## src/rtl/core/hrs_pkg.sv

```systemverilog
// Package for the hopper refill sequencer: payload and state types, phase
// codes and packing widths. No dependencies.
package hrs_pkg;

  localparam int unsigned TimeW     = 32;
  localparam int unsigned InBits    = TimeW + 11;
  localparam int unsigned InDataW   = ((InBits + 7) / 8) * 8;
  localparam int unsigned OutBits   = 8;
  localparam int unsigned OutDataW  = ((OutBits + 7) / 8) * 8;
  localparam int unsigned CfgIndexW = 1;
  localparam int unsigned CfgDataW  = 32;

  // Configuration register indexes
  localparam logic [CfgIndexW-1:0] RegTimeLimit = 1'd0;
  localparam logic [CfgIndexW-1:0] RegEnable    = 1'd1;

  // Phase codes as reported on the result
  localparam logic [1:0] PhaseCodeIdle     = 2'd0;
  localparam logic [1:0] PhaseCodeStarting = 2'd1;
  localparam logic [1:0] PhaseCodeRunning  = 2'd2;

  typedef enum logic [2:0] {
    PH_IDLE     = 3'b001,
    PH_STARTING = 3'b010,
    PH_RUNNING  = 3'b100
  } phase_t;

  typedef struct packed {
    logic             release_inhibit;
    logic             weight_above_max;
    logic             release_toggle;
    logic             sw_release_value;
    logic             sw_release_write;
    logic             panel_stop;
    logic             panel_start;
    logic             startstop_level;
    logic             stop_level;
    logic             request_level;
    logic             release_level;
    logic [TimeW-1:0] time_now;
  } tick_t;

  typedef struct packed {
    phase_t           phase;
    logic [TimeW-1:0] start_time;
    logic             release_latch;
    logic [3:0]       prev_levels;  // startstop, stop, request, release
    logic             panel_used;
    logic             software_used;
    logic             st_refill;
    logic             st_start;
    logic             st_stop;
    logic             st_alarm;
  } seq_state_t;

  typedef struct packed {
    logic       control_enabled;
    logic [1:0] phase;
    logic       timeout_alarm;
    logic       stop_state;
    logic       start_state;
    logic       release_state;
    logic       refill_active;
  } status_t;

  typedef struct packed {
    logic [TimeW-1:0] time_limit;
    logic             enable;
  } cfg_t;

endpackage

```

## src/rtl/core/hrs_step.sv

```systemverilog
// Next-state and status logic for one control tick of the refill sequencer.
// Depends on hrs_pkg.
module hrs_step (
  input  hrs_pkg::tick_t      tick,
  input  hrs_pkg::seq_state_t cur,
  input  hrs_pkg::cfg_t       cfg,
  output hrs_pkg::seq_state_t nxt,
  output hrs_pkg::status_t    status
);

  always_comb begin
    logic                     io_rel_start;
    logic                     io_rel_stop;
    logic                     sw_rel_start;
    logic                     sw_rel_stop;
    logic                     io_start;
    logic                     io_stop;
    logic                     ss_edge;
    logic                     rs;
    logic                     decide;
    logic                     done;
    logic                     refill;
    logic [hrs_pkg::TimeW-1:0] deadline;

    nxt          = cur;
    io_rel_start = tick.release_level;
    io_rel_stop  = !tick.release_level && cur.prev_levels[0];
    ss_edge      = tick.startstop_level || cur.prev_levels[3];
    io_start     = ss_edge ? tick.startstop_level : tick.request_level;
    io_stop      = ss_edge ? !tick.startstop_level : tick.stop_level;
    sw_rel_start = 1'b0;
    sw_rel_stop  = 1'b0;
    rs           = cur.release_latch;
    decide       = 1'b0;
    done         = 1'b0;
    refill       = 1'b0;
    deadline     = cur.start_time + cfg.time_limit;

    if (cfg.enable) begin
      // stored levels always follow the inputs
      nxt.prev_levels = {tick.startstop_level, tick.stop_level,
                         tick.request_level, tick.release_level};
      if (tick.panel_start || tick.panel_stop) nxt.panel_used = 1'b1;
      // toggle overrides a software write in the same tick
      if (tick.release_toggle) begin
        sw_rel_stop       = cur.release_latch;
        sw_rel_start      = !cur.release_latch;
        nxt.software_used = 1'b1;
      end else if (tick.sw_release_write) begin
        sw_rel_start      = tick.sw_release_value;
        sw_rel_stop       = !tick.sw_release_value;
        nxt.software_used = 1'b1;
      end

      if (rs) begin
        if (tick.release_inhibit || sw_rel_stop || io_rel_stop) rs = 1'b0;
      end else if (io_rel_start || sw_rel_start) begin
        rs = 1'b1;
      end
      nxt.release_latch = rs;
      if (!rs) nxt.st_alarm = 1'b0;

      case (cur.phase)
        hrs_pkg::PH_STARTING: begin
          decide      = !rs || io_stop || tick.panel_stop;
          nxt.st_stop = decide;
          done        = decide || tick.weight_above_max;
          if (done) begin
            nxt.st_refill = 1'b0;
            nxt.phase     = hrs_pkg::PH_IDLE;
          end else if (tick.time_now > deadline) begin
            nxt.st_alarm = 1'b1;
            nxt.phase    = hrs_pkg::PH_RUNNING;
          end
        end
        hrs_pkg::PH_RUNNING: begin
          decide      = !rs || io_stop || tick.panel_stop;
          nxt.st_stop = decide;
          done        = decide || tick.weight_above_max;
          if (done) begin
            nxt.st_alarm  = 1'b0;
            nxt.st_refill = 1'b0;
            nxt.phase     = hrs_pkg::PH_IDLE;
          end
        end
        default: begin
          decide       = rs && !io_stop && !tick.panel_stop &&
                         (io_start || tick.panel_start);
          nxt.st_start = decide;
          refill       = decide;
          if (refill && tick.weight_above_max) begin
            refill       = 1'b0;
            nxt.st_alarm = 1'b0;
          end
          nxt.st_refill = refill;
          if (refill) begin
            nxt.start_time = tick.time_now;
            nxt.phase      = hrs_pkg::PH_STARTING;
          end
        end
      endcase
    end
  end

  always_comb begin
    status.refill_active   = nxt.st_refill;
    status.release_state   = nxt.release_latch;
    status.start_state     = nxt.st_start;
    status.stop_state      = nxt.st_stop;
    status.timeout_alarm   = nxt.st_alarm;
    status.control_enabled = nxt.panel_used || nxt.software_used;
    case (nxt.phase)
      hrs_pkg::PH_STARTING: status.phase = hrs_pkg::PhaseCodeStarting;
      hrs_pkg::PH_RUNNING:  status.phase = hrs_pkg::PhaseCodeRunning;
      default:              status.phase = hrs_pkg::PhaseCodeIdle;
    endcase
  end

endmodule

```

## src/rtl/core/hopper_refill_sequencer.sv

```systemverilog
// Top level of the hopper refill sequencer: stream ports, tick register,
// sequencer state, result register. Depends on hrs_pkg and hrs_step.
//
// Usage:
//   Each transfer on the s_axis channel is one control tick: time plus the
//   sampled input levels and pulses. Every tick yields exactly one status
//   transfer on m_axis, in order.
//   The cfg channel writes register 0 (refill time limit) or register 1
//   (module enable). It is always ready; write only while no tick is
//   pending. With enable low, ticks leave the state untouched and report it.
// Timing:
//   A tick is captured in the tick register, evaluated against the state
//   (one 32-bit add and compare for the timeout), and the status lands in
//   the result register. One tick per cycle is sustained while m_tready
//   stays high; the state register feeds back to itself through hrs_step.
// Reset:
//   rst (synchronous, active high) clears both valid flags, puts the
//   sequence in idle with all flags low, limit 0 and enable 1.
// Backpressure:
//   When m_tready is low the result register holds; the tick register still
//   takes one more tick, after which s_tready drops until the result moves.
module hopper_refill_sequencer (
  input  logic                           clk,
  input  logic                           rst,
  // tick input
  input  logic                           s_tvalid,
  output logic                           s_tready,
  // time_now[31:0], release_level, request_level, stop_level,
  // startstop_level, panel_start, panel_stop, sw_release_write,
  // sw_release_value, release_toggle, weight_above_max, release_inhibit,
  // zero fill
  input  logic [hrs_pkg::InDataW-1:0]    s_tdata,
  // status output
  output logic                           m_tvalid,
  input  logic                           m_tready,
  // refill_active, release_state, start_state, stop_state, timeout_alarm,
  // phase[1:0], control_enabled
  output logic [hrs_pkg::OutDataW-1:0]   m_tdata,
  // configuration writes
  input  logic                           cfg_valid,
  output logic                           cfg_ready,
  input  logic [hrs_pkg::CfgIndexW-1:0]  cfg_index,
  input  logic [hrs_pkg::CfgDataW-1:0]   cfg_data
);

  logic                tick_valid;
  hrs_pkg::tick_t      tick;
  hrs_pkg::seq_state_t state;
  hrs_pkg::seq_state_t state_next;
  hrs_pkg::status_t    status_next;
  hrs_pkg::status_t    result;
  hrs_pkg::cfg_t       cfg;
  logic                advance;

  // evaluate the held tick when the result register is free or draining
  assign advance  = tick_valid && (!m_tvalid || m_tready);
  assign s_tready = !tick_valid || advance;
  assign cfg_ready = 1'b1;
  assign m_tdata  = hrs_pkg::OutDataW'(result);

  hrs_step u_step (
    .tick   (tick),
    .cur    (state),
    .cfg    (cfg),
    .nxt    (state_next),
    .status (status_next)
  );

  // tick register
  always_ff @(posedge clk) begin
    if (rst) begin
      tick_valid <= 1'b0;
    end else if (s_tready) begin
      tick_valid <= s_tvalid;
    end
    if (s_tvalid && s_tready) begin
      tick <= s_tdata[hrs_pkg::InBits-1:0];
    end
  end

  // sequencer state: advance once per evaluated tick
  always_ff @(posedge clk) begin
    if (rst) begin
      state.phase         <= hrs_pkg::PH_IDLE;
      state.start_time    <= '0;
      state.release_latch <= 1'b0;
      state.prev_levels   <= '0;
      state.panel_used    <= 1'b0;
      state.software_used <= 1'b0;
      state.st_refill     <= 1'b0;
      state.st_start      <= 1'b0;
      state.st_stop       <= 1'b0;
      state.st_alarm      <= 1'b0;
    end else if (advance) begin
      state <= state_next;
    end
  end

  // result register: hold while the receiver stalls
  always_ff @(posedge clk) begin
    if (rst) begin
      m_tvalid <= 1'b0;
    end else if (advance) begin
      m_tvalid <= 1'b1;
    end else if (m_tready) begin
      m_tvalid <= 1'b0;
    end
    if (advance) begin
      result <= status_next;
    end
  end

  // configuration registers
  always_ff @(posedge clk) begin
    if (rst) begin
      cfg.time_limit <= '0;
      cfg.enable     <= 1'b1;
    end else if (cfg_valid && cfg_ready) begin
      case (cfg_index)
        hrs_pkg::RegTimeLimit: cfg.time_limit <= cfg_data;
        hrs_pkg::RegEnable:    cfg.enable     <= cfg_data[0];
        default: ;
      endcase
    end
  end

endmodule
```

## config.mk

```make
export PLATFORM = sky130hd
export DESIGN_NAME = hopper_refill_sequencer
export DESIGN_NICKNAME = d
export VERILOG_FILES = /design/src/rtl/core/hrs_pkg.sv /design/src/rtl/core/hrs_step.sv /design/src/rtl/core/hopper_refill_sequencer.sv
export SDC_FILE = /design/constraint.sdc
export NUM_CORES = 1
export LEC_CHECK = 0
export BUFFER_PORTS_ARGS = -buffer_cell sky130_fd_sc_hd__buf_4
export CAP_MARGIN = 10
export CORE_MARGIN = 5
export CORE_UTILIZATION = 30
export DETAILED_ROUTE_END_ITERATION = 8
export GPL_ROUTABILITY_DRIVEN = 1
export PLACE_DENSITY_LB_ADDON = 0.08
export SLEW_MARGIN = 15
export SYNTH_ARGS = -nofsm -noshare
export SYNTH_HDL_FRONTEND = slang
export SYNTH_HIERARCHICAL = 1
export SYNTH_SLANG_ARGS = --single-unit
```

## constraint.sdc

```tcl
create_clock -name clk -period 10.7 [get_ports clk]
set_input_delay 2.14 -clock clk [delete_from_list [all_inputs] [get_ports clk]]
set_output_delay 2.14 -clock clk [all_outputs]
set_load 0.01 [all_outputs]
```

Word-level counts from Yosys, hierarchy flattened
Index checks and enable logic that the tools add are counted.
- bits of input ports: 86
- logic and storage cells: 113
- register bits after elaboration: 132
- order comparisons: 1
- reduce and logical (&&, ||, !) cells: 34
- muxes and demuxes: 38
- add/subtract/negate cells: 1
- bitwise logic cells: 2
- equal/unequal tests: 4
- operators by type and width (kind ; count):
    $mux 46 ; 1
    $mux 35 ; 1
    $add 32x32->32 ; 1
    $gt 32x32->1 ; 1
    $mux 32 ; 1
    $mux 1 ; 29
    $logic_or 1x1->1 ; 12
    $logic_not 1->1 ; 9
    $mux 3 ; 3
    $logic_and 1x1->1 ; 7
    $eq 3x2->1 const B ; 2
    $eq 3x3->1 const B ; 2
    $pmux 3 s2 ; 1
    $reduce_and 2->1 ; 3
    $pmux 2 s2 ; 1
    $reduce_and 4->1 ; 1
    $not 1->1 ; 2
    $pmux 1 s2 ; 1
    $reduce_bool 2->1 ; 1
    $reduce_or 2->1 ; 1

Logic depth before layout (Yosys ltp)
Gate-level depths: netlist (run 1).
- word-level depth: 21
- gate-level depth with buffers: 21
- gate-level depth less buffers: 21

Cells and area by module
The synthesis (run 1) kept the hierarchy.
- modules (own cells, without submodules) (module ; times used ; cells an instance ; area each (um^2)):
    hopper_refill_sequencer ; 1 ; 406 ; 4862.2
    hrs_step ; 1 ; 413 ; 3278.1

Worst setup path after synthesis (run 1)
OpenSTA, ideal clock, no wires.
- path type: input-to-reg
- start point: input m_tready
- end point: register, netlist name tick[0]
- cell stages on the path: 2
- data required time: 10.242 ns
- library setup time: 0.458 ns
- arrival: 4.317 ns
- path slack: 5.926 ns
- cells stage by stage: nor2b_4 > a21oi_1
- word-level cells in the longest chain between the ends: 4
- RTL lines (what ; line ; text):
    start: declaration ; hopper_refill_sequencer.sv:35 ; input logic m_tready,
    $logic_or 1x1->1 ; hopper_refill_sequencer.sv:56 ; assign advance = tick_valid && (!m_tvalid || m_tready);
    $logic_and 1x1->1 ; hopper_refill_sequencer.sv:56 ;
    $logic_or 1x1->1 ; hopper_refill_sequencer.sv:57 ; assign s_tready = !tick_valid || advance;
    $logic_and 1x1->1 ; hopper_refill_sequencer.sv:76 ; if (s_tvalid && s_tready) begin
Every way passes these cells.
A chain may end at the register's enable or synchronous reset.

==> metrics.txt, run 1 <==
Worst Path Required=10.94 ns; crit path max fanout=6; post-cts resize count=0; RR Endpoint=m_tdata[6]; GP Congestion=0.7685; slowest CP cell=nor4_1; Setup Buffers After CTS=0; Hold Vio Cnt, Final=0; min cycle time layout=4.930 ns; dpl ws=5.742 ns; Worst VDD drop=0.00008437 V; fmax=202.8 MHz; Top Family by Delay on Critical Path=simple AND/OR/NAND/NOR gates; CP arrival=5.17 ns; relative slew slack=0.2812; Remaining DRCs=0; WP buf/inv=1; Final ANT Viol Nets=0; Worst Hold Launch=cfg[11]; CP Launch Type=flop; worst path cell trace=ha_1, inv_1, fa_1, nor2b_1, o31ai_2, a21oi_1, a221o_1, a211oi_2, o31ai_1, a211oi_1, ha_1, nand4_1, nor4_1, nand3_1, nor4_1, o21ai_0, nand3_1, nor3b_1; Setup CP Type=reg -> reg; Initial Util=0.3065; Setup Skew=0.01082 ns; outcome=finished, final reports clean; vias in the first global route=5889; Core Footprint=0.02621 sq mm; register-to-register setup slack=5.77 ns; RSZ-0062 raised after global routing=no; first-pass GRT wire length=31.44 mm; final max-slew violation count=0; final worst path period share=0.4608; WHS Endpoint=cfg[11]; clk_lat worst skew=0.42 ns; detailed-route vias per instance=4.739; CP max stage delay=0.58 ns; worst hold stages=2; final net count=1029; post-synthesis cell area=0.008033 sq mm; port bufs=90; Die Y=173.6 microns; DRT iter0 DRCs=310; Max-Cap Viols=0; # H-tree levels=4; Via Count=5815; WL/cell=15.51 microns; TritonCTS buffer count=17; DRT Pass-1 Iters=6; total grt overflow=0; Setup crit end kind=flop; PwrDens=135.1 mW/mm^2; dpl hpwl=13.44 mm; leak pwr=3.843 nW; setup ws final=5.770 ns; setup violators final=0; CTS root buf=clkbuf_16; filler instances=2678; Mean Syn Cell Area=9.929 sq um; die area=0.03015 sq mm; number of cell rows=59; Fin Setup TNS=0 ns; share of layout cells above drive strength 1=0.2018; Worst R2R Path Depth=18; Worst-Margin Slew=1.078 ns; CTS clk-pin slew, worst paths=0.06 ns; Yosys warning total=6; Critical R2R Launch=state[11]; total track usage=0.1290; Die W=173.6 microns; Post-CTS Hold Fix Bufs=0; Inserted Diodes=0; I/O Pins=97; area grow syn2layout=17.23%; largest net degree at the start of global routing=124; WL final=19.04 mm; syn nets=959; Sink Count=130; CTS tree=built; Mapped Cells=809; clock buffer depth=2; min-delay worst type=reg -> reg; initial antenna violation count=0
[metrics by stage]
stage | utilization | std cells | power (mW) | hold WS, ns | cell area [sq um]
2_1_floorplan | - | 809 | 0.6721 | 0.4406 | 8033
3_5_place_dp | 0.3378 | 1195 | 0.7214 | 0.4603 | 8853
3_3_place_gp | 0.3378 | 1195 | 0.7216 | 0.4536 | 8853
4_1_cts | 0.3593 | 1227 | 1.301 | 0.4726 | 9417
5_1_grt | 0.3593 | 1227 | 1.338 | 0.4815 | 9417
6_report | 0.3593 | 1227 | 1.272 | 0.4671 | 9417
[where the power goes]
group | leakage, nW | switching [mW] | internal, mW | total [mW]
logic | 2.44 | 0.0760 | 0.0778 | 0.154
registers | 1.14 | 0.0164 | 0.537 | 0.554
clock network | 0.270 | 0.257 | 0.308 | 0.565
[worst max-delay path by stage]
stage                     startpoint    endpoint  slack [ns]  cells after the start
after detailed placement   state[11]  m_tdata[6]        5.74                     18
after floorplan             m_tready     tick[0]        5.93                      2
after CTS                  state[11]  m_tdata[6]        5.71                     18
final                      state[11]  m_tdata[6]        5.77                     18
after global placement     state[11]  m_tdata[6]        5.71                     19
after global routing         cfg[21]  m_tdata[6]        5.24                     17
[metal layers]
layer / part of all wire / vias up / global-route usage
met3: 0.029 / 13 / 0.02835
met2: 0.45 / 83 / 0.2059
met5: 0 / - / 0
li1: - / 3029 / -
met1: 0.51 / 2690 / 0.1773
met4: 0.012 / 0 / 0.03431
[flip-flops by register name, indices dropped and copies added (netlist names)]
signal	flops
tick	43
m_tvalid	1
state	44
tick_valid	1
m_tdata	8
cfg	33
[worst register-to-register path, stage by stage, from the launching register on]
cell and delay, ns:
dfxtp_1 0.35, ha_1 0.23, inv_1 0.07, fa_1 0.39
nor2b_1 0.18, o31ai_2 0.10, a21oi_1 0.27, a221o_1 0.37
a211oi_2 0.17, o31ai_1 0.45, a211oi_1 0.15, ha_1 0.32
nand4_1 0.14, nor4_1 0.58, nand3_1 0.18, nor4_1 0.23
o21ai_0 0.17, nand3_1 0.17, nor3b_1 0.23
[layout by cell type, fill, tap and decap left out, types with 6 or more instances in the layout]
master     count
a21o_1        23
a21oi_1       68
buf_4         94
clkbuf_16     17
dfxtp_1       79
edfxtp_1      51
ha_1          63
inv_1         20
inv_6          6
mux2_4        27
mux2i_1       46
nand2_1       91
nand2b_1      95
nand3_1       12
nand4_1       11
nor2_1        31
nor2b_1        6
nor3_1         6
o21a_1         6
o21ai_0       24
o21bai_1       7
xnor2_1       12
xor2_1        12
[area by class of cell]
type,count,area (sq um),share of cell area
Clock buffer,17,425.4,0.04518
Clock inverter,15,137.6,0.01462
Inverter,20,75.07,0.007972
Multi-Input combinational cell,616,4541,0.4822
Sequential cell,130,3113,0.3306
Tap cell,335,419.2,0.04451
Timing Repair Buffer,94,705.7,0.07494
Note: power is estimated with default switching activity, not from simulation.
==> run 2: changes to the inputs <==
--- a/config.mk
+++ b/config.mk
@@ -5,6 +5,7 @@
 export SDC_FILE = /design/constraint.sdc
 export NUM_CORES = 1
 export LEC_CHECK = 0
+export ABC_AREA = 1
 export BUFFER_PORTS_ARGS = -buffer_cell sky130_fd_sc_hd__buf_4
 export CAP_MARGIN = 10
 export CORE_MARGIN = 5
==> constraint.sdc (replaced) <==
create_clock -name clk -period 3.98 [get_ports clk]
set_input_delay 0.796 -clock clk [delete_from_list [all_inputs] [get_ports clk]]
set_output_delay 0.796 -clock clk [all_outputs]
set_load 0.01 [all_outputs]
==> run 2 against run 1 <==
Cell count rose by 22%. Non-clock buffer count up 25. Sequential cell count is the same. Total power rose to 3.2 times the previous value. Die area increased by 1.8%.
==> metrics.txt, run 2 <==
number of cell rows=60 (+1.7%); hold_ws=0.4837 ns (+0.01668 ns); Core Footprint=0.02695 sq mm (+2.8%); design area=0.01000 sq mm (+6.2%); crit path max fanout=3 (-3); final worst path period share=0.9206 (+0.4598); leak pwr=4.596 nW (+20%); Worst Path Required=4.34 ns (-6.60 ns); Setup crit end kind=flop; DRT Pass-1 Iters=5 (-1); setup violators final=0 (unchanged); WL/cell=14.61 microns (-5.8%); Largest regs=state: 44 flops, tick: 43 flops, cfg: 33 flops; Mapped Cells=1050 (+30%); Remaining DRCs=0 (unchanged); initial antenna violation count=0 (unchanged); Die W=175.2 microns (+0.91%); total track usage=0.1451 (+0.01611); Worst Hold Launch=state[2]; # H-tree levels=4 (unchanged); clock buffer depth=2 (unchanged); WHS Endpoint=state[2]; Worst VDD drop=0.0002356 V (+180%); CP arrival=4.02 ns (-1.15 ns); Mean Syn Cell Area=7.798 sq um (-21%); CTS clk-pin slew, worst paths=0.06 ns (about the same); WL final=21.87 mm (+15%); dpl ws=-0.02485 ns (-5.767 ns); Via Count=6756 (+16%); Initial Util=0.3038 (-0.002710); CTS root buf=clkbuf_16; register-to-register setup slack=0.32 ns (-5.45 ns); die area=0.03070 sq mm (+1.8%); GP Congestion=0.8169 (+6.3%); Hold Vio Cnt, Final=0 (unchanged); Sink Count=130 (unchanged); DRT iter0 DRCs=244 (-21%); Comb power frac=0.177 (+0.056); Inserted Diodes=0 (unchanged); most frequent cells in the layout=nand2_1 (183), nor2_1 (157), inv_1 (122); share of layout cells above drive strength 1=0.1843 (-0.01754); Final Util=0.3711 (+0.01180); largest net degree at the start of global routing=89 (-28%); area grow syn2layout=22.16%; syn nets=1200 (+25%); outcome=finished, final reports clean; register share of total power=0.376 (-0.059); relative slew slack=0.3823 (+0.1011); I/O Pins=97 (unchanged); switching part of the total=0.2710 (-0.003783); internal power=2.985 mW (+220%); Setup Skew=0.01175 ns (+0.0009279 ns); min cycle time layout=3.664 ns (-1.266 ns); post-synthesis cell area=0.008188 sq mm (+1.9%); TritonCTS buffer count=17 (unchanged); Power Total=4.095 mW (+220%); total grt overflow=0 (unchanged); Yosys warning total=6 (unchanged); Fin Setup TNS=0 ns (unchanged); max FFs per register=44 (unchanged); final net count=1293 (+26%); min-delay worst type=reg -> reg; setup ws final=0.3160 ns (-5.454 ns); most common cell after layout, fill and taps aside=nand2_1; vias in the first global route=6810 (+16%); Die Y=175.2 microns (+0.91%); final std cells w/o fill=1497 (+22%); worst hold stages=2 (unchanged); clock power share=0.447 (+0.003); Switch Pwr=1.110 mW (+220%); Final ANT Viol Nets=0 (unchanged); final max-slew violation count=0 (unchanged); placed instance area=0.009204 sq mm (+4.0%); dpl hpwl=16.02 mm (+19%); fmax=272.9 MHz (+35%); first-pass GRT wire length=35.76 mm (+14%); PwrDens=409.4 mW/mm^2 (+200%); Post-CTS Hold Fix Bufs=0 (unchanged); Critical R2R Launch=state[11]; Worst R2R Path Depth=26 (+8); CP Launch Type=flop; port bufs=90 (unchanged); Most flops, register=state; Worst-Margin Slew=0.9265 ns (-0.1517 ns); clk_lat worst skew=0.42 ns (about the same); Setup CP Type=reg -> reg; Max-Cap Viols=0 (unchanged); Placed Instances=1462 (+22%); detailed-route vias per instance=4.513 (-4.8%); RR Endpoint=state[0]; CTS tree=built
## run 2: routing by layer
layer,track usage,vias up,share of wire
met1,0.1948,3035,0.50
met5,0,-,0
met4,0.03666,0,0.0058
met2,0.2395,78,0.47
li1,-,3639,-
met3,0.02921,4,0.024
## run 2: critical path, stage by stage, from the launching register on
cell and delay, ns:
dfxtp_4 0.36, ha_4 0.14, inv_1 0.05, fa_1 0.37
o21ai_1 0.14, buf_4 0.15, a21oi_2 0.07, o21ai_1 0.18
nand2_1 0.08, nand2_1 0.08, a21oi_1 0.10, xor2_1 0.16
ha_1 0.28, nand2_1 0.05, nor2_2 0.11, nand4_1 0.22
nor2_4 0.21, nand2_1 0.09, nand2_2 0.07, nand3_2 0.09
nand2_1 0.09, nand3_1 0.09, a21oi_2 0.16, inv_1 0.05
nand3_1 0.07, nand2_1 0.07, nor2_1 0.08
## run 2: worst max-delay path by stage
stage	start	to	slack, ns	depth (start not counted)
floorplan	state[11]	state[45]	0.65	26
global placement	state[11]	state[45]	0.009	31
detailed placement	state[11]	state[45]	-0.02	31
CTS	state[11]	state[45]	0.009	31
global route	cfg[2]	state[45]	-0.02	30
finish	state[11]	state[0]	0.32	26
## run 2: power groups by stage
stage               Sequential [mW]  Clock [mW]  Combinational (mW)
global placement               1.57           0               0.713
detailed placement             1.57           0               0.719
floorplan                      1.55           0               0.526
finish                         1.54        1.83               0.726
global route                   1.55        1.95               0.838
CTS                            1.54        1.89               0.726
## run 2: cell type report
| class | count | area [sq um] |
|---|---|---|
| repair buffers | 119 | 905.9 |
| inverters | 127 | 476.7 |
| fillers | 2843 | 16950 |
| clock buffers | 18 | 429.2 |
| well taps | 341 | 426.7 |
| multi-input cells | 748 | 4395 |
| flip-flops and latches | 130 | 3119 |
| clock inverters | 14 | 249.0 |
## run 2: what timing repair did
| action | 4_1_cts | 5_1_grt |
|---|---|---|
| setup buffers | 0 | 3 |
| endpoints found under the setup margin | 3 | 6 |
| gates resized for setup | 2 | 26 |
| pin swaps | 0 | 11 |
| hold endpoints to repair | 0 | 0 |
==> run 3: changes to the inputs <==
--- a/config.mk
+++ b/config.mk
@@ -5,7 +5,6 @@
 export SDC_FILE = /design/constraint.sdc
 export NUM_CORES = 1
 export LEC_CHECK = 0
-export ABC_AREA = 1
 export BUFFER_PORTS_ARGS = -buffer_cell sky130_fd_sc_hd__buf_4
 export CAP_MARGIN = 10
 export CORE_MARGIN = 5
==> constraint.sdc (replaced) <==
create_clock -name clk -period 3.8 [get_ports clk]
set_input_delay 0.76 -clock clk [delete_from_list [all_inputs] [get_ports clk]]
set_output_delay 0.76 -clock clk [all_outputs]
set_load 0.01 [all_outputs]
==> run 3 against run 2 <==
Global-route usage shrank 0.82 points. Clock power fell by 13%. Combinational power is 33% lower. The flow now finishes with violations (setup timing). Register-to-register slack lost 0.79 ns.
==> metrics.txt, run 3 (synthesis gave the netlist of run 1 again) <==
slowest CP cell=a221o_1; RSZ-0062 raised after global routing=yes; Power Total=3.641 mW (-11%); first-pass GRT wire length=33.13 mm (-7.4%); dpl hpwl=14.53 mm (-9.3%); initial antenna violation count=0 (unchanged); relative slew slack=0.3143 (-0.06804); min cycle time layout=4.269 ns (+0.6053 ns); largest net degree at the start of global routing=124 (+39%); Max-Cap Viols=0 (unchanged); GRT met3 Usage=0.03053 (+0.001326); area grow syn2layout=30.83%; DRT iter0 DRCs=230 (-5.7%); leak pwr=4.441 nW (-3.4%); vias in the first global route=6257 (-8.1%); setup ws final=-0.4693 ns (-0.7853 ns); number of cell rows=59 (-1.7%); I/O Pins=97 (unchanged); Placed Instances=1291 (-12%); outcome=finished with violations; CTS tree=built; port bufs=90 (unchanged); CP Launch Type=flop; total track usage=0.1369 (-0.008157); TritonCTS buffer count=17 (unchanged); Final Util=0.4010 (+0.02988); switching part of the total=0.2760 (+0.005011); Setup CP Type=reg -> reg; Remaining DRCs=0 (unchanged); Inserted Diodes=0 (unchanged); WL final=20.22 mm (-7.6%); fmax=234.2 MHz (-14%); CP arrival=4.44 ns (+0.42 ns); clock power share=0.438 (-0.009); Core Footprint=0.02621 sq mm (-2.8%); most common cell after layout, fill and taps aside=buf_4; register share of total power=0.429 (+0.053); Largest regs=state: 44 flops, tick: 43 flops, cfg: 33 flops; Top Family by Delay on Critical Path=compound AO/OA/AOI/OAI gates; worst path cell trace=ha_1, buf_4, a21o_1, a21o_1, a221o_1, buf_6, a311oi_4, o21bai_2, xnor2_1, ha_1, nand4_1, nor4_4, buf_4, nand2_2, nand3_2, nor4_1, o21ai_1, nand3_1, nor3b_2; min-delay worst type=reg -> reg; Initial Util=0.3065 (+0.002710); CTS clk-pin slew, worst paths=0.07 ns (about the same); grt met1 use=0.1888 (-0.005975); GP Congestion=0.7920 (-3.0%); CTS root buf=clkbuf_16; Critical R2R Launch=cfg[8]; setup violators final=6 (+6); final worst path period share=1.124 (+0.2029); Most flops, register=state; internal power=2.636 mW (-12%); Final ANT Viol Nets=0 (unchanged); Via Count=6173 (-8.6%); Hold Vio Cnt, Final=0 (unchanged); Die W=173.6 microns (-0.90%); share of layout cells above drive strength 1=0.3266 (+0.1424); # H-tree levels=4 (unchanged); GRT Max-Usage Layer=met2; WP buf/inv=3 (unchanged); met2 usage=0.2206 (-0.01892); detailed-route vias per instance=4.641 (+2.8%); CP startpoint=cfg[8]; clock buffer depth=2 (unchanged); RR Endpoint=m_tdata[6]; most frequent cells in the layout=buf_4 (191), nand2b_1 (94), nand2_1 (89); Switch Pwr=1.005 mW (-9.5%); Worst Path Required=3.97 ns (-0.37 ns); total grt overflow=0 (unchanged); Worst-Margin Slew=1.029 ns (+0.1021 ns); final net count=1132 (-12%); final max-slew violation count=0 (unchanged); Post-CTS Hold Fix Bufs=0 (unchanged); Comb power frac=0.134 (-0.043); WL/cell=15.20 microns (+4.0%); die area=0.03015 sq mm (-1.8%); WP depth=19 (-27%); Worst R2R Path Depth=19 (-27%); Die Y=173.6 microns (-0.90%); Worst VDD drop=0.0002787 V (+18%); PwrDens=346.5 mW/mm^2 (-15%); Worst setup endpoint=m_tdata[6]; Setup crit end kind=flop; crit path max fanout=3 (unchanged); failing checks=setup timing; hold_ws=0.4664 ns (-0.01734 ns); Setup Skew=0.02133 ns (+0.009583 ns); register-to-register setup slack=-0.47 ns (-0.79 ns); clk_lat worst skew=0.44 ns (+0.02 ns); max FFs per register=44 (unchanged); Sink Count=130 (unchanged); final std cells w/o fill=1330 (-11%); CP max stage delay=0.45 ns (+0.08 ns); DRT Pass-1 Iters=4 (-1)
-- run 3: changes by cell type in the layout (fill, tap and decap cells not counted), moves of 22 or more --
cell / before / now
nor2_1: 157 / 30
inv_1: 122 / 19
nand2_1: 183 / 89
nand2b_1: 0 / 94
buf_4: 118 / 191
nand3_1: 65 / 9
mux2i_1: 0 / 46
o21ai_0: 56 / 22
a21oi_1: 86 / 64
-- run 3: power by group through the flow --
| stage | clock [mW] | sequential, mW | combinational (mW) |
|---|---|---|---|
| detailed placement | 0 | 1.59 | 0.480 |
| floorplan | 0 | 1.57 | 0.322 |
| global route | 1.71 | 1.57 | 0.547 |
| global placement | 0 | 1.59 | 0.478 |
| CTS | 1.65 | 1.56 | 0.493 |
| finish | 1.59 | 1.56 | 0.487 |
-- run 3: metrics by stage --
stage / setup TNS [ns] / cell area (sq um) / worst slack [ns]
2_1_floorplan: 0 / 8045 / 0.01947
4_1_cts: -2.527 / 10420 / -0.4789
3_5_place_dp: -3.735 / 9612 / -0.7173
5_1_grt: -3.883 / 10510 / -0.6998
6_report: -2.415 / 10510 / -0.4693
3_3_place_gp: -3.481 / 9612 / -0.6602
-- run 3: timing repair --
| item | 4_1_cts | 5_1_grt |
|---|---|---|
| buffers inserted | 4 | 3 |
| pin swaps | 25 | 11 |
| gates resized for setup | 42 | 12 |
| setup endpoints to repair | 6 | 6 |
-- run 3: layer usage --
metal | part of all wire | vias up
met5 | 0 | -
met4 | 0.0077 | 0
met1 | 0.50 | 2848
met3 | 0.028 | 13
li1 | - | 3237
met2 | 0.46 | 75
-- run 3: final cells by class --
cell class | count | area, sq um
Clock buffer | 17 | 425.4
Tap cell | 335 | 419.2
Sequential cell | 130 | 3122
Timing Repair Buffer | 197 | 1519
Inverter | 20 | 75.07
Multi-Input combinational cell | 616 | 4811
Clock inverter | 15 | 137.6
Fill cell | 2602 | 15700
-- run 3: worst min path at each step --
stage	start	endpoint	slack (ns)	cells past startpoint
CTS	cfg[22]	cfg[22]	0.47	2
detailed placement	cfg[22]	cfg[22]	0.46	2
finish	cfg[22]	cfg[22]	0.47	2
floorplan	cfg[10]	cfg[10]	0.44	2
global placement	cfg[1]	cfg[1]	0.45	2
global route	s_tdata[33]	tick[33]	0.47	1
-- run 3: worst min-delay path, stage by stage, from the launching register on --
cell and delay (ns):
dfxtp_1 0.31, nand2_1 0.05, a21oi_1 0.05
